File: config.mk
export PLATFORM = sky130hd
export DESIGN_NAME = bar_tempo_ramp_and_mute_cycler_flat
export DESIGN_NICKNAME = d
export VERILOG_FILES = /design/src/btr_pkg.sv /design/src/btr_in_if.sv /design/src/btr_out_if.sv /design/src/btr_cfg_if.sv /design/src/bar_tempo_ramp_and_mute_cycler.sv /design/src/btr_regs.sv /design/src/btr_step.sv /design/src/flat_wrapper.sv
export SDC_FILE = /design/constraint.sdc
export NUM_CORES = 1
export LEC_CHECK = 0
export CAP_MARGIN = 10
export CELL_PAD_IN_SITES_DETAIL_PLACEMENT = 1
export CELL_PAD_IN_SITES_GLOBAL_PLACEMENT = 2
export CORE_AREA = 3 3 168 170
export CTS_CLUSTER_SIZE = 20
export DETAILED_ROUTE_END_ITERATION = 10
export DIE_AREA = 0 0 171 173
export DONT_BUFFER_PORTS = 1
export GPL_ROUTABILITY_DRIVEN = 0
export PLACE_DENSITY = 0.77
export SYNTH_ARGS = -nofsm -noshare
export SYNTH_HDL_FRONTEND = slang
export SYNTH_SLANG_ARGS = --single-unit
File: constraint.sdc
create_clock -name clk -period 4.4 [get_ports clk]
set_input_delay 0.44 -clock clk [delete_from_list [all_inputs] [get_ports clk]]
set_output_delay 0.44 -clock clk [all_outputs]
set_load 0.01 [all_outputs]
File: src/btr_pkg.sv
`timescale 1ns / 1ps

package btr_pkg;

	localparam int TEMPO_W      = 17;
	localparam int BARS_W       = 8;
	localparam int MODE_W       = 3;
	localparam int CNT_DEF_BITS = 8;
	localparam int CFG_IDX_W    = 3;
	localparam int CFG_DATA_W   = 17;

	localparam logic [CFG_IDX_W-1:0] REG_MODE     = 3'd0;
	localparam logic [CFG_IDX_W-1:0] REG_INTERVAL = 3'd1;
	localparam logic [CFG_IDX_W-1:0] REG_STEP     = 3'd2;
	localparam logic [CFG_IDX_W-1:0] REG_START    = 3'd3;
	localparam logic [CFG_IDX_W-1:0] REG_TARGET   = 3'd4;
	localparam logic [CFG_IDX_W-1:0] REG_PLAY     = 3'd5;
	localparam logic [CFG_IDX_W-1:0] REG_MUTE     = 3'd6;

	localparam int MODE_RAMP_EN  = 0;
	localparam int MODE_AUTO_REV = 1;
	localparam int MODE_MUTE_EN  = 2;

	typedef logic [TEMPO_W-1:0] tempo_t;
	typedef logic [BARS_W-1:0]  bars_t;

	typedef struct packed {
		logic [MODE_W-1:0] mode_bits;
		bars_t             ramp_interval_bars;
		tempo_t            tempo_step;
		tempo_t            start_tempo;
		tempo_t            target_tempo;
		bars_t             play_len;
		bars_t             mute_len;
	} btr_cfg_t;

	typedef struct packed {
		logic ramp;
		logic mute;
		logic rising;
	} btr_reload_t;

	typedef struct packed {
		tempo_t tempo_out;
		logic   play_sound;
	} btr_result_t;

endpackage

File: src/btr_in_if.sv
`timescale 1ns / 1ps

interface btr_in_if import btr_pkg::*; ();
	logic   valid;
	logic   ready;
	tempo_t tempo_in;

	modport source (output valid, output tempo_in, input ready);
	modport sink (input valid, input tempo_in, output ready);
endinterface

File: src/btr_out_if.sv
`timescale 1ns / 1ps

interface btr_out_if import btr_pkg::*; ();
	logic   valid;
	logic   ready;
	tempo_t tempo_out;
	logic   play_sound;

	modport source (output valid, output tempo_out, output play_sound, input ready);
	modport sink (input valid, input tempo_out, input play_sound, output ready);
endinterface

File: src/btr_cfg_if.sv
`timescale 1ns / 1ps

interface btr_cfg_if import btr_pkg::*; ();
	logic                  valid;
	logic                  ready;
	logic [CFG_IDX_W-1:0]  index;
	logic [CFG_DATA_W-1:0] data;

	modport source (output valid, output index, output data, input ready);
	modport sink (input valid, input index, input data, output ready);
endinterface

File: src/bar_tempo_ramp_and_mute_cycler.sv
`timescale 1ns / 1ps

// path: a bar_in beat reaches bar_out valid through the input register, then the result register
// throughput: one beat per cycle while bar_out is ready; tempo step, clamp and both bar counters resolve in one stage
// a full result register does not block input while the input register is free
// reset: config registers zero, bar counters zero, ramp direction rising, unmuted
module bar_tempo_ramp_and_mute_cycler import btr_pkg::*; #(
	parameter int BAR_COUNT_BITS = CNT_DEF_BITS
) (
	input  logic       clk,
	input  logic       arst_n,
	btr_in_if.sink     bar_in,
	btr_out_if.source  bar_out,
	btr_cfg_if.sink    cfg
);

	btr_cfg_t    cfg_q;
	btr_reload_t reload;
	btr_result_t res_d, res_s2;
	tempo_t      tempo_s1;
	logic        v_s1, v_s2;
	logic        s1_adv, in_acc;

	assign s1_adv       = v_s1 && (!v_s2 || bar_out.ready);
	assign bar_in.ready = !v_s1 || s1_adv;
	assign in_acc       = bar_in.valid && bar_in.ready;

	btr_regs u_regs (
		.clk    (clk),
		.arst_n (arst_n),
		.cfg    (cfg),
		.cfg_q  (cfg_q),
		.reload (reload)
	);

	btr_step #(
		.BAR_COUNT_BITS (BAR_COUNT_BITS)
	) u_step (
		.clk      (clk),
		.arst_n   (arst_n),
		.cfg_q    (cfg_q),
		.reload   (reload),
		.advance  (s1_adv),
		.tempo_in (tempo_s1),
		.result   (res_d)
	);

	always_ff @(posedge clk or negedge arst_n) begin
		if (!arst_n) begin
			v_s1 <= 1'b0;
			v_s2 <= 1'b0;
		end else begin
			if (bar_in.ready) begin
				v_s1 <= bar_in.valid;
			end
			if (s1_adv) begin
				v_s2 <= 1'b1;
			end else if (bar_out.ready) begin
				v_s2 <= 1'b0;
			end
		end
	end

	always_ff @(posedge clk) begin
		if (in_acc) begin
			tempo_s1 <= bar_in.tempo_in;
		end
		if (s1_adv) begin
			res_s2 <= res_d;
		end
	end

	assign bar_out.valid      = v_s2;
	assign bar_out.tempo_out  = res_s2.tempo_out;
	assign bar_out.play_sound = res_s2.play_sound;

	a_in_lands_s1: assert property (@(posedge clk) disable iff (!arst_n)
		in_acc |=> v_s1)
		else $error("accepted beat not held in input register");

	a_s1_moves_to_s2: assert property (@(posedge clk) disable iff (!arst_n)
		s1_adv |=> v_s2)
		else $error("input register advanced without result");

	a_drain_empty: assert property (@(posedge clk) disable iff (!arst_n)
		v_s2 && bar_out.ready && !v_s1 |=> !v_s2)
		else $error("result register not emptied");

endmodule

File: src/btr_regs.sv
`timescale 1ns / 1ps

module btr_regs import btr_pkg::*; (
	input  logic        clk,
	input  logic        arst_n,
	btr_cfg_if.sink     cfg,
	output btr_cfg_t    cfg_q,
	output btr_reload_t reload
);

	logic   wr;
	tempo_t new_start;
	tempo_t new_target;

	assign cfg.ready = 1'b1;
	assign wr        = cfg.valid && cfg.ready;

	assign new_start  = (cfg.index == REG_START) ? cfg.data[TEMPO_W-1:0] : cfg_q.start_tempo;
	assign new_target = (cfg.index == REG_TARGET) ? cfg.data[TEMPO_W-1:0] : cfg_q.target_tempo;

	always_comb begin
		reload.ramp   = 1'b0;
		reload.mute   = 1'b0;
		reload.rising = (new_target >= new_start);
		if (wr) begin
			unique case (cfg.index) inside
				REG_MODE: begin
					reload.ramp = 1'b1;
					reload.mute = 1'b1;
				end
				REG_INTERVAL, REG_STEP, REG_START, REG_TARGET: begin
					reload.ramp = 1'b1;
				end
				REG_PLAY, REG_MUTE: begin
					reload.mute = 1'b1;
				end
				default: begin
				end
			endcase
		end
	end

	always_ff @(posedge clk or negedge arst_n) begin
		if (!arst_n) begin
			cfg_q <= '0;
		end else if (wr) begin
			unique case (cfg.index)
				REG_MODE:     cfg_q.mode_bits          <= cfg.data[MODE_W-1:0];
				REG_INTERVAL: cfg_q.ramp_interval_bars <= cfg.data[BARS_W-1:0];
				REG_STEP:     cfg_q.tempo_step         <= cfg.data[TEMPO_W-1:0];
				REG_START:    cfg_q.start_tempo        <= cfg.data[TEMPO_W-1:0];
				REG_TARGET:   cfg_q.target_tempo       <= cfg.data[TEMPO_W-1:0];
				REG_PLAY:     cfg_q.play_len           <= cfg.data[BARS_W-1:0];
				REG_MUTE:     cfg_q.mute_len           <= cfg.data[BARS_W-1:0];
				default: begin
				end
			endcase
		end
	end

endmodule

File: src/btr_step.sv
`timescale 1ns / 1ps

module btr_step import btr_pkg::*; #(
	parameter int BAR_COUNT_BITS = CNT_DEF_BITS
) (
	input  logic        clk,
	input  logic        arst_n,
	input  btr_cfg_t    cfg_q,
	input  btr_reload_t reload,
	input  logic        advance,
	input  tempo_t      tempo_in,
	output btr_result_t result
);

	localparam int CMP_W = (BAR_COUNT_BITS > BARS_W) ? BAR_COUNT_BITS : BARS_W;

	logic [BAR_COUNT_BITS-1:0] ramp_cnt_q, ramp_cnt_inc, ramp_cnt_d;
	logic [BAR_COUNT_BITS-1:0] mute_cnt_q, mute_cnt_inc, mute_cnt_d;
	logic                      rising_q, rising_d;
	logic                      muted_q, muted_d;

	logic               ramp_on, fire, hit_top, hit_bot;
	logic [TEMPO_W:0]   sum, lo_bound;
	tempo_t             tempo_d;
	logic               mute_en, mute_fire;
	bars_t              mute_lim;

	assign ramp_cnt_inc = ramp_cnt_q + 1'b1;
	assign ramp_on      = cfg_q.mode_bits[MODE_RAMP_EN] && (cfg_q.ramp_interval_bars != '0);
	assign fire         = ramp_on && (CMP_W'(ramp_cnt_inc) >= CMP_W'(cfg_q.ramp_interval_bars));

	assign sum      = {1'b0, tempo_in} + {1'b0, cfg_q.tempo_step};
	assign lo_bound = {1'b0, cfg_q.tempo_step} + {1'b0, cfg_q.start_tempo};
	assign hit_top  = (sum >= {1'b0, cfg_q.target_tempo});
	assign hit_bot  = ({1'b0, tempo_in} <= lo_bound);

	always_comb begin
		tempo_d  = tempo_in;
		rising_d = rising_q;
		if (fire) begin
			if (rising_q) begin
				tempo_d = hit_top ? cfg_q.target_tempo : sum[TEMPO_W-1:0];
				if (hit_top && cfg_q.mode_bits[MODE_AUTO_REV]) begin
					rising_d = 1'b0;
				end
			end else begin
				tempo_d = hit_bot ? cfg_q.start_tempo : (tempo_in - cfg_q.tempo_step);
				if (hit_bot && cfg_q.mode_bits[MODE_AUTO_REV]) begin
					rising_d = 1'b1;
				end
			end
		end
	end

	assign ramp_cnt_d = !ramp_on ? ramp_cnt_q : (fire ? '0 : ramp_cnt_inc);

	assign mute_en      = cfg_q.mode_bits[MODE_MUTE_EN];
	assign mute_cnt_inc = mute_cnt_q + 1'b1;
	assign mute_lim     = muted_q ? cfg_q.mute_len : cfg_q.play_len;
	assign mute_fire    = (CMP_W'(mute_cnt_inc) >= CMP_W'(mute_lim));
	assign muted_d      = mute_en && (mute_fire ? !muted_q : muted_q);
	assign mute_cnt_d   = !mute_en ? mute_cnt_q : (mute_fire ? '0 : mute_cnt_inc);

	assign result.tempo_out  = tempo_d;
	assign result.play_sound = !muted_d;

	always_ff @(posedge clk or negedge arst_n) begin
		if (!arst_n) begin
			ramp_cnt_q <= '0;
			rising_q   <= 1'b1;
			mute_cnt_q <= '0;
			muted_q    <= 1'b0;
		end else begin
			if (reload.ramp) begin
				ramp_cnt_q <= '0;
				rising_q   <= reload.rising;
			end else if (advance) begin
				ramp_cnt_q <= ramp_cnt_d;
				rising_q   <= rising_d;
			end
			if (reload.mute) begin
				mute_cnt_q <= '0;
				muted_q    <= 1'b0;
			end else if (advance) begin
				mute_cnt_q <= mute_cnt_d;
				muted_q    <= muted_d;
			end
		end
	end

	a_ramp_cnt_below_interval: assert property (@(posedge clk) disable iff (!arst_n)
		ramp_on |-> (CMP_W'(ramp_cnt_q) < CMP_W'(cfg_q.ramp_interval_bars)))
		else $error("ramp bar count reached interval");

	a_unmuted_when_disabled: assert property (@(posedge clk) disable iff (!arst_n)
		!mute_en |-> !muted_q)
		else $error("muted while mute cycling disabled");

	a_rising_reload: assert property (@(posedge clk) disable iff (!arst_n)
		reload.ramp |=> (rising_q == $past(reload.rising)) && (ramp_cnt_q == '0))
		else $error("ramp direction not reloaded");

endmodule

File: src/flat_wrapper.sv
// flat-port wrapper written by rule: the top's interface ports become plain ports
module bar_tempo_ramp_and_mute_cycler_flat import btr_pkg::*;
#(
	parameter int BAR_COUNT_BITS = CNT_DEF_BITS
)
  (clk, arst_n, bar_in_valid, bar_in_tempo_in, bar_in_ready, bar_out_valid, bar_out_tempo_out, bar_out_play_sound, bar_out_ready, cfg_valid, cfg_index, cfg_data, cfg_ready);
  btr_in_if bar_in_i ();
  btr_out_if bar_out_i ();
  btr_cfg_if cfg_i ();
  input  logic clk;
  input  logic arst_n;
  input wire logic [$bits(bar_in_i.valid)-1:0] bar_in_valid;
  input wire logic [$bits(bar_in_i.tempo_in)-1:0] bar_in_tempo_in;
  output wire logic [$bits(bar_in_i.ready)-1:0] bar_in_ready;
  output wire logic [$bits(bar_out_i.valid)-1:0] bar_out_valid;
  output wire logic [$bits(bar_out_i.tempo_out)-1:0] bar_out_tempo_out;
  output wire logic [$bits(bar_out_i.play_sound)-1:0] bar_out_play_sound;
  input wire logic [$bits(bar_out_i.ready)-1:0] bar_out_ready;
  input wire logic [$bits(cfg_i.valid)-1:0] cfg_valid;
  input wire logic [$bits(cfg_i.index)-1:0] cfg_index;
  input wire logic [$bits(cfg_i.data)-1:0] cfg_data;
  output wire logic [$bits(cfg_i.ready)-1:0] cfg_ready;
  assign bar_in_i.valid = bar_in_valid;
  assign bar_in_i.tempo_in = bar_in_tempo_in;
  assign bar_in_ready = bar_in_i.ready;
  assign bar_out_valid = bar_out_i.valid;
  assign bar_out_tempo_out = bar_out_i.tempo_out;
  assign bar_out_play_sound = bar_out_i.play_sound;
  assign bar_out_i.ready = bar_out_ready;
  assign cfg_i.valid = cfg_valid;
  assign cfg_i.index = cfg_index;
  assign cfg_i.data = cfg_data;
  assign cfg_ready = cfg_i.ready;
  bar_tempo_ramp_and_mute_cycler #(.BAR_COUNT_BITS(BAR_COUNT_BITS)) u_core (.clk(clk), .arst_n(arst_n), .bar_in(bar_in_i), .bar_out(bar_out_i), .cfg(cfg_i));
endmodule
# [Word-level counts from Yosys, hierarchy flattened]
# Cells that the tools add are included.
[word_totals] inputBits=42 ff_bits=133
[op_classes] n_eq_ne=6 addsub=5 order_cmp=5 mux=29 n_reduce_logical=31
[ops] cell="two-way mux 17 bit" n=6
[ops] cell="two-way mux 8 bit" n=9
[ops] cell="adder 17 x 17 -> 18 bit" n=2
[ops] cell="greater-or-equal comparator 18 x 17 -> 1 bit" n=1
[ops] cell="<= comparator 17 x 18 -> 1 bit" n=1
[ops] cell="greater-or-equal comparator 17 bit" n=1
[ops] cell="subtractor 17 bit" n=1
[ops] cell="adder 8 x 1 -> 8 bit, second input constant" n=2
[ops] cell="greater-or-equal comparator 8 bit" n=2
[ops] cell="AND reduction 2 bit" n=8
[ops] cell="two-way mux 1 bit" n=13
[ops] cell="nonzero test 2 bit" n=6
[ops] cell="== test 3 bit, second input constant" n=3
[ops] cell="nonzero test 8 bit" n=1
[ops] cell="logical AND 1 bit" n=7
[ops] cell="== test 3 x 2 -> 1 bit, second input constant" n=2
[ops] cell="OR reduction 5 bit" n=1
[ops] cell="logical NOT 1 bit" n=4
[ops] cell="== test 3 x 1 -> 1 bit, second input constant" n=1
[ops] cell="logical NOT 3 bit" n=1
[ops] cell="OR reduction 3 bit" n=1
[ops] cell="logical OR 1 bit" n=2
[ops] cell="two-way mux 2 bit" n=1

# [Logic depth before layout (Yosys ltp)]
# Gate-level depths: netlist of the first run.
[logic_depth] ltp_word=8 ltp_mapped=24 mapped_depth_nobuf=22

# [By module]
# From an unflattened synthesis of the first run, not the netlist that was laid out.
[unflattened] hier_cells=1008 hier_area_um2=10128.5
[modules_own_cells] mod="btr_step" seq_area_each_um2=451.7 area_each_um2=5238.8 n_inst=1 cells_each=691
[modules_own_cells] mod="btr_regs" seq_area_each_um2=1951.9 area_each_um2=3734.8 n_inst=1 cells_each=274
[modules_own_cells] mod="bar_tempo_ramp_and_mute_cycler" seq_area_each_um2=1101.1 area_each_um2=1154.9 n_inst=1 cells_each=43

# [Worst setup path after synthesis of the first run]
# No wires, ideal clock.
[synth_timing] path_kind="reg-to-reg" startpoint="register u_core.tempo_s1[5]" endpoint="register u_core.res_s2, in the netlist u_core.bar_out.tempo_out[13], data pin" path_stages_with_launch=18 path_buffers=1 arrival_time_ps=4363 slack_ps=-224 t_required_ps=4139 path_cell_list="edfxtp_1 ha_1 or4_1 nor2_2 o41ai_2 a211o_1 a311oi_1 xor2_1 ha_1 a21o_1 a211oi_1 nand3_1 a2111o_1 o211a_1 a41o_1 buf_6 mux2_4 a221o_1"
[synth_lines] element="start, declared" line_no="bar_tempo_ramp_and_mute_cycler.sv:20" source="tempo_t tempo_s1;"
[synth_lines] element="start signal, assigned" line_no="bar_tempo_ramp_and_mute_cycler.sv:66" source="tempo_s1 <= bar_in.tempo_in;"
[synth_lines] element="end signal, assigned" line_no="bar_tempo_ramp_and_mute_cycler.sv:69" source="res_s2 <= res_d;"
[synth_lines] element="end, declared" line_no="bar_tempo_ramp_and_mute_cycler.sv:19" source="btr_result_t res_d, res_s2;"

==> metrics.txt, run 1 <==
Crit Path Category flop to flop; top post-synthesis cells by count 119 x ha_1, 113 x nand2_1, 105 x o21ai_0; most frequent CP cell buf_4; crit path launch type flop; CP max stage cell edfxtp_1; RSZ-0062 raised after global routing true; ant diodes 0; die area 29600 um2; Final WS setup -0.583 ns; clock sink total 133; Pleak 5.46 nW; M2 GR Usage 34.4%; Most Crowded Layer GR met1; total number of vias 8569; Syn Nets 1244; Layout Nets 1358; ys flop type dfrtp_1; Max H-tree Level 4; vias per inst 5.54; Die Wd 171 um; met1 GRT Util 34.9%; fin. max-slew vios 0; pin count of the biggest net entering global routing 99; Syn Area/Cell 9.19 um2; outcome complete, but fails checks; CP Capture Point u_core.bar_out.tempo_out[11]$_DFFE_PP_; Fill cells 3124; fraction of layout instances using a drive strength above 1 20.5%; I/O Buffers 0; largest area contributor in the netlist dfrtp_1; synthesized cell area 9920 um2; WL/cell 21.8 um; most common cell in the netlist ha_1; synthesized flop and latch total 133; Critical Path AT 5.18 ns; final setup vio count 18; DRC errors left 0; clock root cell clkbuf_16; share of the synthesized area in the top cell type 24.5%; violations in the final reports negative setup slack; Reg2Reg Depth 23; GR Util All Layers 23.0%; worst clock skew 0.0175 ns; placed instance count 1496; slowest cell delay on critical path 0.39 ns; Die Ht 173 um; Worst Path Required 4.60 ns; sequential share of the synthesized area 35.3%; Multi-input gate area 6220 um2; TritonCTS clock tree yes; dpl ws -0.693 ns; max_cap viols 0; worst slew pin tran 0.842 ns; GR Overflow Total 0; buffer depth of the longest clock path 2; Max IR drop VDD 0.000249 V; initial antenna violation count 0; FF+latch area 3500 um2; DRT iter0 DRCs 594; CTS Buf Count 17; Detailed Routing Iterations Pass 1 5; crit path max fanout 16; synth top area cells dfrtp_1 24%, ha_1 15%, edfxtp_1 11%; Starting Density 36.9%; final WL 33700 um; Ys Warns 0; reg2reg start u_core.tempo_s1[0]$_DFFE_PP_; global-route track usage on met3 4.12%; global-route wire length before repair 52600 um; latest clock arrival within the worst-skew pair 0.45 ns; Cell Chain, Critical Path ha_2 -> inv_2 -> fa_2 -> nor2_4 -> o311ai_2 -> buf_4 -> o211ai_1 -> buf_4 -> o41ai_4 -> buf_4 -> buf_4 -> buf_4 -> xnor2_1 -> ha_1 -> nand2_1 -> o21a_1 -> nand3_1 -> a2111o_1 -> o211a_1 -> a41o_1 -> buf_12 -> mux2_2 -> a221o_1; post-synthesis cell count 1080; core area 26900 um2; fmax 201 MHz; asr flop ratio synth 73.7%; Rows 60; antenna-violating nets left 0; Min Clock Period, post-route 4.98 ns; Final Hold Vio Count 0; CP Buf/Inv Count 7; crit path from u_core.tempo_s1[0]$_DFFE_PP_; number of flops mapped to enable cells by yosys 35; total stage count of the critical path 23; Final HPWL DP 25400 um; I/O pins 63; post-route insts no fill 1548; fin crit share 113%; Yosys cell types 70; vias in the first global route 8932; worst rel slew slack 43.8%; clock transition at the registers of the reported paths 0.08 ns; delay-heaviest family, CP compound AO/OA/AOI/OAI gates; Area growth syn-to-layout 21.6%; PD cells 559 nW/um2; Crit. End Element flop; Worst Hold Class input port to flop; RR Endpoint u_core.bar_out.tempo_out[11]$_DFFE_PP_; worst reg2reg setup slack -0.58 ns
logic make-up (layout without fill, tap and decap cells):
kind of cell	count (synthesis)	after routing	share of synthesized area, %
AO/OA/AOI/OAI	266	266	17.1
other	1	1	0.0378
adder cells (fa/ha/maj)	122	122	15.6
XOR/XNOR	50	50	4.41
multiplexers	73	73	7.82
flip-flops	133	133	35.3
AND/OR/NAND/NOR	328	328	15.4
buffers and inverters	107	234	4.27
cell usage in the layout (no fill, tap or decap), types with 17 or more instances in the layout:
cell type and n:
edfxtp_1 35, nor2_1 76, mux2i_1 40, xnor2_1 29, xor2_1 19, ha_1 112
dfrtp_1 97, mux2_2 31, a21o_1 17, a21oi_1 50, nand2b_1 23, inv_1 64
nor3_1 18, o21ai_0 92, clkbuf_16 17, nand2_1 113, nand3_1 31, buf_4 130
sequential cells by signal, indices dropped and copies added (netlist names):
signal,count
u_core.u_regs.cfg_q,78
u_core.bar_out.tempo_out,17
u_core.u_step.ramp_cnt_q,8
u_core.u_step.mute_cnt_q,8
u_core.bar_out.play_sound,1
u_core.bar_out.valid,1
u_core.tempo_s1,17
u_core.v_s1,1
u_core.u_step.rising_q,1
u_core.u_step.muted_q,1
layer usage:
layer,part of all wire [%],up-vias
li1,-,4108
met1,50,4274
met2,44,163
met3,4.8,24
met4,1.2,0
met5,0,-
final cells by class:
| type | count | share of cell area (%) |
|---|---|---|
| multi-input cells | 840 | 51.6 |
| flip-flops and latches | 133 | 29.0 |
| repair buffers | 134 | 8.73 |
| well taps | 341 | 3.53 |
| clock buffers | 17 | 3.52 |
| inverters | 68 | 2.11 |
| clock inverters | 15 | 1.50 |
metrics by stage:
stage                     setup TNS [ns]  cell area [um2]  power (mW)  hold WS, ns  utilization (%)
after floorplan                  -0.0848             9940        3.76        0.144                -
after global placement             -9.29            11100        4.85        0.152             41.3
after detailed placement          -10.44            11100        4.94        0.152             41.3
after CTS                          -7.31            12000        6.69       0.0799             44.5
after global routing              -12.57            12100        7.20       0.0753             44.9
final                              -8.15            12100        6.74       0.0937             44.9
worst min-delay path by stage:
stage | slack, ns | startpoint | end | depth (start not counted)
after floorplan | 0.14 | arst_n | u_core.bar_out.valid$_DFFE_PN0P_ | 0
after global placement | 0.15 | arst_n | u_core.u_regs.cfg_q[62]$_DFFE_PN0P_ | 0
after detailed placement | 0.15 | arst_n | u_core.u_regs.cfg_q[62]$_DFFE_PN0P_ | 0
after CTS | 0.08 | bar_in_tempo_in[11] | u_core.tempo_s1[11]$_DFFE_PP_ | 0
after global routing | 0.08 | bar_in_tempo_in[11] | u_core.tempo_s1[11]$_DFFE_PP_ | 0
final | 0.09 | cfg_valid | u_core.u_regs.cfg_q[16]$_DFFE_PN0P_ | 1
what timing repair did:
item	in CTS	in global routing
gates resized for setup	42	10
buffers inserted	14	4
hold buffers	2	0
endpoints found under the hold margin	98	0
endpoints found under the setup margin	18	18
pin swaps	13	3
power by group:
group	leakage, nW	switching, mW	internal [mW]	total (mW)
sequential	1.52	0.209	1.47	1.68
combinational	3.65	1.89	1.69	3.57
clock	0.290	0.720	0.771	1.49
total	5.46	2.82	3.93	6.74
(Power assumes the default switching activity.)
==> run 2: changes to the inputs <==
--- a/config.mk
+++ b/config.mk
@@ -5,16 +5,18 @@
 export SDC_FILE = /design/constraint.sdc
 export NUM_CORES = 1
 export LEC_CHECK = 0
+export ABC_AREA = 1
 export CAP_MARGIN = 10
 export CELL_PAD_IN_SITES_DETAIL_PLACEMENT = 1
 export CELL_PAD_IN_SITES_GLOBAL_PLACEMENT = 2
-export CORE_AREA = 3 3 168 170
+export CORE_AREA = 4 4 178 180
 export CTS_CLUSTER_SIZE = 20
 export DETAILED_ROUTE_END_ITERATION = 10
-export DIE_AREA = 0 0 171 173
+export DIE_AREA = 0 0 182 184
 export DONT_BUFFER_PORTS = 1
 export GPL_ROUTABILITY_DRIVEN = 0
-export PLACE_DENSITY = 0.77
+export PLACE_DENSITY = 0.78
+export SLEW_MARGIN = 20
 export SYNTH_ARGS = -nofsm -noshare
 export SYNTH_HDL_FRONTEND = slang
 export SYNTH_SLANG_ARGS = --single-unit
==> metrics.txt, run 2 <==
most frequent cells in the layout 388 x nand2_1, 148 x inv_1, 118 x ha_1 (was 130 x buf_4, 113 x nand2_1, 112 x ha_1); die area 33500 um2 (was 29600 um2); Clk pwr share 24.8% (was 22.1%); initial antenna violation count 0 (unchanged); Pleak 5.77 nW (was 5.46 nW); Max H-tree Level 4 (unchanged); Min Clock Period, post-route 4.07 ns (was 4.98 ns); dpl ws 0.206 ns (was -0.693 ns); synthesized cell area 10400 um2 (was 9920 um2); synthesized flop and latch total 133 (unchanged); final setup vio count 0 (was 18); Syn Nets 1563 (was 1244); GR Overflow Total 0 (unchanged); commonest non-fill, non-tap cell in the layout nand2_1 (was buf_4); largest area contributor in the netlist dfrtp_1 (unchanged); fin. max-slew vios 0 (unchanged); switching share of power 44.8% (was 41.8%); Starting Density 34.4% (was 36.9%); Worst Hold Class input port to flop (unchanged); FF+latch area 3500 um2 (unchanged); Final WS setup 0.328 ns (was -0.583 ns); pin count of the biggest net entering global routing 99 (unchanged); worst slew pin tran 0.957 ns (was 0.842 ns); placed instance count 1778 (was 1496); Seq pwr share 26.7% (was 24.9%); fraction of layout instances using a drive strength above 1 7.69% (was 20.5%); Area growth syn-to-layout 11.8% (was 21.6%); Rows 64 (was 60); clock sink total 133 (unchanged); Detailed Routing Iterations Pass 1 5 (unchanged); sw power 2.87 mW (was 2.82 mW); number of flops mapped to enable cells by yosys 35 (unchanged); Crit. End Element flop (unchanged); Comb pwr share 48.4% (was 53.0%); synth top area cells dfrtp_1 23%, ha_1 14%, nand2_1 14% (was dfrtp_1 24%, ha_1 15%, edfxtp_1 11%); worst reg2reg setup slack 0.33 ns (was -0.58 ns); top post-synthesis cells by count 389 x nand2_1, 148 x inv_1, 119 x ha_1 (was 119 x ha_1, 113 x nand2_1, 105 x o21ai_0); I/O pins 63 (unchanged); CP max stage cell dfrtp_1 (was edfxtp_1); Die Ht 184 um (was 173 um); DRT iter0 DRCs 475 (was 594); GR Util All Layers 22.5% (was 23.0%); outcome finished, final reports clean (was complete, but fails checks); P_int 3.54 mW (was 3.93 mW); post-route insts no fill 1814 (was 1548); max reg flops 78 (unchanged); Multi-input gate area 6090 um2 (was 6220 um2); Cell Chain, Critical Path inv_1 -> ha_1 -> nor2_2 -> nand3_1 -> o21ai_1 -> nand2_1 -> nand2_1 -> xor2_1 -> inv_1 -> ha_1 -> nand2_1 -> nor2_1 -> nand4_1 -> nor2_1 -> a211oi_1 -> nand2_1 -> nand2_2 -> buf_4 -> nand4_1 -> nand3_1 -> nand2_1 -> nand2_1 -> nand2_1 (was ha_2 -> inv_2 -> fa_2 -> nor2_4 -> o311ai_2 -> buf_4 -> o211ai_1 -> buf_4 -> o41ai_4 -> buf_4 -> buf_4 -> buf_4 -> xnor2_1 -> ha_1 -> nand2_1 -> o21a_1 -> nand3_1 -> a2111o_1 -> o211a_1 -> a41o_1 -> buf_12 -> mux2_2 -> a221o_1); total number of vias 9542 (was 8569); Crit Path Category flop to flop (unchanged); fin crit share 92.5% (was 113%); vias in the first global route 9995 (was 8932); final WL 37400 um (was 33700 um); Ys Warns 0 (unchanged); worst clock skew 0.0129 ns (was 0.0175 ns); clock root cell clkbuf_16 (unchanged); DRC errors left 0 (unchanged); TritonCTS clock tree yes (unchanged); PD cells 552 nW/um2 (was 559 nW/um2); global-route wire length before repair 58300 um (was 52600 um); Critical Path AT 4.27 ns (was 5.18 ns); core area 30200 um2 (was 26900 um2); I/O Buffers 0 (unchanged); post-synthesis cell count 1399 (was 1080); Top reg by flops u_core.u_regs.cfg_q (unchanged); clock transition at the registers of the reported paths 0.07 ns (was 0.08 ns); antenna-violating nets left 0 (unchanged); Yosys cell types 52 (was 70); Final Hold Vio Count 0 (unchanged); Fin Hold WS 0.0778 ns (was 0.0937 ns); Syn Area/Cell 7.43 um2 (was 9.19 um2); Final HPWL DP 29500 um (was 25400 um); CTS Buf Count 17 (unchanged); WL/cell 20.6 um (was 21.8 um); worst rel slew slack 36.2% (was 43.8%); fmax 246 MHz (was 201 MHz); ant diodes 0 (unchanged); Max IR drop VDD 0.000288 V (was 0.000249 V); ys flop type dfrtp_1 (unchanged); max_cap viols 0 (unchanged); crit path max fanout 9 (was 16); Layout Nets 1569 (was 1358); Fill cells 3726 (was 3124); buffer depth of the longest clock path 2 (unchanged); most frequent CP cell nand2_1 (was buf_4); slowest cell delay on critical path 0.45 ns (was 0.39 ns); crit path launch type flop (unchanged); most common cell in the netlist nand2_1 (was ha_1); Worst Path Required 4.59 ns (was 4.60 ns); vias per inst 5.26 (was 5.54); Die Wd 182 um (was 171 um); share of the synthesized area in the top cell type 23.3% (was 24.5%); latest clock arrival within the worst-skew pair 0.44 ns (was 0.45 ns); sequential share of the synthesized area 33.7% (was 35.3%); asr flop ratio synth 73.7% (unchanged)
[run 2: cell types whose count changed after synthesis, sizes merged, moves of 14 or more]
cell / before / now
mux2: 33 / 2
a21oi: 54 / 87
inv: 67 / 175
o21ai: 105 / 148
xor2: 19 / 34
xnor2: 31 / 7
nand4: 7 / 43
mux2i: 40 / 8
nand2b: 24 / 2
nand3: 31 / 85
nand2: 113 / 393
a21o: 17 / 3
[run 2: area by class of cell]
cell class	instances	share of cell area, %
Multi-Input combinational cell	1049	52.4
Timing Repair Buffer	27	2.05
Sequential cell	133	30.2
Inverter	177	5.74
Clock buffer	18	3.69
Tap cell	396	4.26
Clock inverter	14	1.73
[run 2: worst paths after layout]
kind / from / to / cells after the start
worst min register to register: u_core.u_regs.cfg_q[0]$_DFFE_PN0P_ / u_core.u_regs.cfg_q[0]$_DFFE_PN0P_ / 2
worst max register to register: u_core.u_regs.cfg_q[54]$_DFFE_PN0P_ / u_core.bar_out.tempo_out[3]$_DFFE_PP_ / 23
worst max-delay path: u_core.u_regs.cfg_q[54]$_DFFE_PN0P_ / u_core.bar_out.tempo_out[3]$_DFFE_PP_ / 23
max in group asynchronous: arst_n / u_core.u_regs.cfg_q[48]$_DFFE_PN0P_ / 2
min in group asynchronous: arst_n / u_core.u_step.mute_cnt_q[2]$_DFFE_PN0P_ / 2
worst min-delay path: cfg_valid / u_core.u_regs.cfg_q[29]$_DFFE_PN0P_ / 1
[run 2: critical path: cells and delay by family (launching register included)]
kind / cells / cell delay [ns]
flip-flops: 1 / 0.45
adder cells (fa/ha/maj): 2 / 0.69
XOR/XNOR: 1 / 0.29
AND/OR/NAND/NOR: 15 / 1.56
buffers and inverters: 3 / 0.35
AO/OA/AOI/OAI: 2 / 0.47
[run 2: cell families (layout without fill, tap and decap cells)]
family | count (synthesis) | in the layout | synth area share, %
AOI/OAI and AO/OA | 261 | 261 | 13.5
buffers and inverters | 218 | 236 | 8.31
other | 1 | 1 | 0.0361
DFF | 133 | 133 | 33.7
adders and majority gates | 122 | 122 | 14.9
xor gates and xnor gates | 41 | 41 | 3.45
muxes | 10 | 10 | 0.987
and+or+nand+nor | 613 | 614 | 25.1
[run 2: layer usage]
metal,up-vias,wire [um],GRT usage [%]
li1,4678,-,-
met3,58,1230,3.96
met5,-,0,0
met2,164,19000,40.8
met4,0,1060,7.33
met1,4642,16100,27.2
[run 2: power groups by stage]
stage               registers (mW)  logic [mW]  clock network (mW)
global route                  1.74        3.50                1.68
finish                        1.71        3.11                1.59
CTS                           1.72        3.04                1.61
detailed placement            1.74        2.99                   0
floorplan                     1.62        2.18                   0
global placement              1.74        2.91                   0
[run 2: timing repair]
item | in CTS | in global routing
hold endpoints to repair | 98 | 0
setup endpoints to repair | 0 | 18
setup buffers | 0 | 1
hold buffers | 2 | 0
gates resized for setup | 0 | 9
[run 2: metrics by stage]
step                setup TNS [ns]  cell area, um2  utilization (%)  power [mW]
finish                           0           11600             38.5        6.41
CTS                              0           11600             38.3        6.37
global placement                 0           10900             36.0        4.64
detailed placement               0           10900             36.1        4.72
global route              -0.00624           11600             38.5        6.92
floorplan                        0           10400                -        3.80
==> run 3: changes to the inputs <==
==> constraint.sdc (replaced) <==
create_clock -name clk -period 3.4 [get_ports clk]
set_input_delay 0.34 -clock clk [delete_from_list [all_inputs] [get_ports clk]]
set_output_delay 0.34 -clock clk [all_outputs]
set_load 0.01 [all_outputs]
==> metrics.txt, run 3 (same netlist as run 2, synthesis figures left out) <==
outcome complete, but fails checks (was finished, final reports clean); violations in the final reports negative setup slack; Top reg by flops u_core.u_regs.cfg_q (unchanged); Detailed Routing Iterations Pass 1 5 (unchanged); WL/cell 20.4 um (was 20.6 um); cell area after layout 13400 um2 (was 11600 um2); final core utilization 44.3% (was 38.5%); final WL 40700 um (was 37400 um); Critical Path AT 4.19 ns (was 4.27 ns); CP Capture Point u_core.bar_out.tempo_out[9]$_DFFE_PP_ (was u_core.bar_out.tempo_out[3]$_DFFE_PP_); Clk pwr share 19.5% (was 24.8%); RSZ-0062 raised after global routing true; Max IR drop VDD 0.000388 V (was 0.000288 V); commonest non-fill, non-tap cell in the layout nand2_1 (unchanged); die area 33500 um2 (unchanged); Layout Nets 1753 (was 1569); Pleak 6.73 nW (was 5.77 nW); Final Hold Vio Count 0 (unchanged); crit path max fanout 4 (was 9); RR Endpoint u_core.bar_out.tempo_out[9]$_DFFE_PP_ (was u_core.bar_out.tempo_out[3]$_DFFE_PP_); Rows 64 (unchanged); global-route wire length before repair 63000 um (was 58300 um); crit path from u_core.u_regs.cfg_q[51]$_DFFE_PN0P_ (was u_core.u_regs.cfg_q[54]$_DFFE_PN0P_); max reg flops 78 (unchanged); Reg2Reg Depth 26 (was 23); initial antenna violation count 0 (unchanged); antenna-violating nets left 0 (unchanged); TritonCTS clock tree yes (unchanged); M2 GR Usage 43.9% (was 40.8%); Final HPWL DP 31400 um (was 29500 um); Seq pwr share 22.9% (was 26.7%); final setup vio count 18 (was 0); sw power 4.20 mW (was 2.87 mW); crit path launch type flop (unchanged); Worst Hold Class input port to flop (unchanged); Worst Path Required 3.61 ns (was 4.59 ns); vias in the first global route 11.0k (was 9995); Area growth syn-to-layout 28.5% (was 11.8%); clock sink total 133 (unchanged); reg2reg start u_core.u_regs.cfg_q[51]$_DFFE_PN0P_ (was u_core.u_regs.cfg_q[54]$_DFFE_PN0P_); worst slew pin tran 0.821 ns (was 0.957 ns); switching share of power 44.3% (was 44.8%); Crit Path Category flop to flop (unchanged); GR Util All Layers 24.5% (was 22.5%); met1 GRT Util 28.8% (was 27.2%); pin count of the biggest net entering global routing 99 (unchanged); I/O pins 63 (unchanged); Most Crowded Layer GR met2 (unchanged); DRT iter0 DRCs 531 (was 475); buffer depth of the longest clock path 2 (unchanged); most frequent cells in the layout 364 x nand2_1, 175 x buf_4, 145 x inv_1 (was 388 x nand2_1, 148 x inv_1, 118 x ha_1); global-route track usage on met3 3.64% (was 3.96%); worst reg2reg setup slack -0.58 ns (was 0.33 ns); I/O Buffers 0 (unchanged); cell area after placement 12100 um2 (was 10900 um2); GR Overflow Total 0 (unchanged); PD cells 710 nW/um2 (was 552 nW/um2); Die Wd 182 um (unchanged); clock root cell clkbuf_16 (unchanged); worst rel slew slack 45.2% (was 36.2%); Crit. End Element flop (unchanged); Comb pwr share 57.6% (was 48.4%); core area 30200 um2 (unchanged); max_cap viols 0 (unchanged); fmax 251 MHz (was 246 MHz); fraction of layout instances using a drive strength above 1 20.1% (was 7.69%); Max H-tree Level 4 (unchanged); worst clock skew 0.00930 ns (was 0.0129 ns); DRC errors left 0 (unchanged); ant diodes 0 (unchanged); P_int 5.28 mW (was 3.54 mW); Fill cells 3693 (was 3726); CTS Buf Count 17 (unchanged); total number of vias 10.3k (was 9542); Min Clock Period, post-route 3.98 ns (was 4.07 ns); Final WS setup -0.577 ns (was 0.328 ns); fin crit share 117% (was 92.5%); Fin Hold WS 0.0190 ns (was 0.0778 ns); Starting Density 34.4% (unchanged); vias per inst 5.16 (was 5.26); latest clock arrival within the worst-skew pair 0.45 ns (was 0.44 ns); fin. max-slew vios 0 (unchanged); clock transition at the registers of the reported paths 0.07 ns (about the same); Die Ht 184 um (unchanged)
[run 3: cell type report]
| type | instances | area (um2) | area share [%] |
|---|---|---|---|
| multi-input combinational | 1049 | 6300 | 47.1 |
| sequential | 133 | 3510 | 26.2 |
| clock inverter | 12 | 92.6 | 0.693 |
| timing repair buffer | 211 | 1820 | 13.6 |
| inverter | 177 | 668 | 5.00 |
| clock buffer | 20 | 478 | 3.58 |
| tap | 396 | 495 | 3.71 |
[run 3: worst min path at each step]
stage	start	to	cells after the start
global route	cfg_valid	u_core.u_regs.cfg_q[30]$_DFFE_PN0P_	2
finish	cfg_valid	u_core.u_regs.cfg_q[29]$_DFFE_PN0P_	2
CTS	cfg_valid	u_core.u_regs.cfg_q[29]$_DFFE_PN0P_	2
detailed placement	arst_n	u_core.u_step.mute_cnt_q[3]$_DFFE_PN0P_	0
floorplan	arst_n	u_core.bar_out.valid$_DFFE_PN0P_	0
global placement	arst_n	u_core.u_step.mute_cnt_q[4]$_DFFE_PN0P_	0
[run 3: repair_timing]
| item | in CTS | in global routing |
|---|---|---|
| buffers inserted | 9 | 4 |
| pin swaps | 18 | 25 |
| cloned | 3 | 2 |
| hold buffers | 20 | 0 |
| hold endpoints to repair | 132 | 0 |
| endpoints found under the setup margin | 18 | 18 |
| gates resized for setup | 47 | 25 |
[run 3: metal layers]
metal / wire (um) / up-vias / share of wire [%]
li1: - / 5052 / -
met1: 16900 / 4956 / 41
met2: 20500 / 205 / 50
met3: 1400 / 87 / 3.4
met4: 1940 / 0 / 4.8
met5: 0 / - / 0
[run 3: worst max-delay path, cell delays in order (launching register included)]
cell	delay (ns)
dfrtp_1	0.38
inv_2	0.09
buf_4	0.14
fa_2	0.36
inv_2	0.06
nand2_1	0.05
nand2_1	0.08
a21oi_2	0.07
nor3_2	0.12
nor2_2	0.08
o21ai_2	0.16
nand3_1	0.12
nand2_2	0.12
xnor2_2	0.09
ha_1	0.30
nand4_1	0.19
nor3_2	0.20
nand4_1	0.16
nor3b_4	0.19
buf_6	0.13
nand3_4	0.15
clkbuf_16	0.19
nand2_2	0.05
nand3_1	0.07
nand2_1	0.07
nand2_1	0.06
nand2_1	0.05
[run 3: power groups by stage]
stage	clock network, mW	logic (mW)	registers [mW]
floorplan	0	2.85	2.09
global placement	0	4.56	2.19
detailed placement	0	4.67	2.20
CTS	1.90	5.22	2.17
global route	1.97	6.03	2.20
finish	1.85	5.46	2.17
[run 3: stage by stage]
stage	TNS [ns]	setup slack [ns]	power, mW	instances
final	-10.01	-0.577	9.48	1998
after global routing	-13.97	-0.808	10.2	1998
after CTS	-10.13	-0.579	9.30	1992
after detailed placement	-12.43	-0.723	6.87	1928
after global placement	-12.88	-0.749	6.75	1928
after floorplan	-0.470	-0.0576	4.95	1399
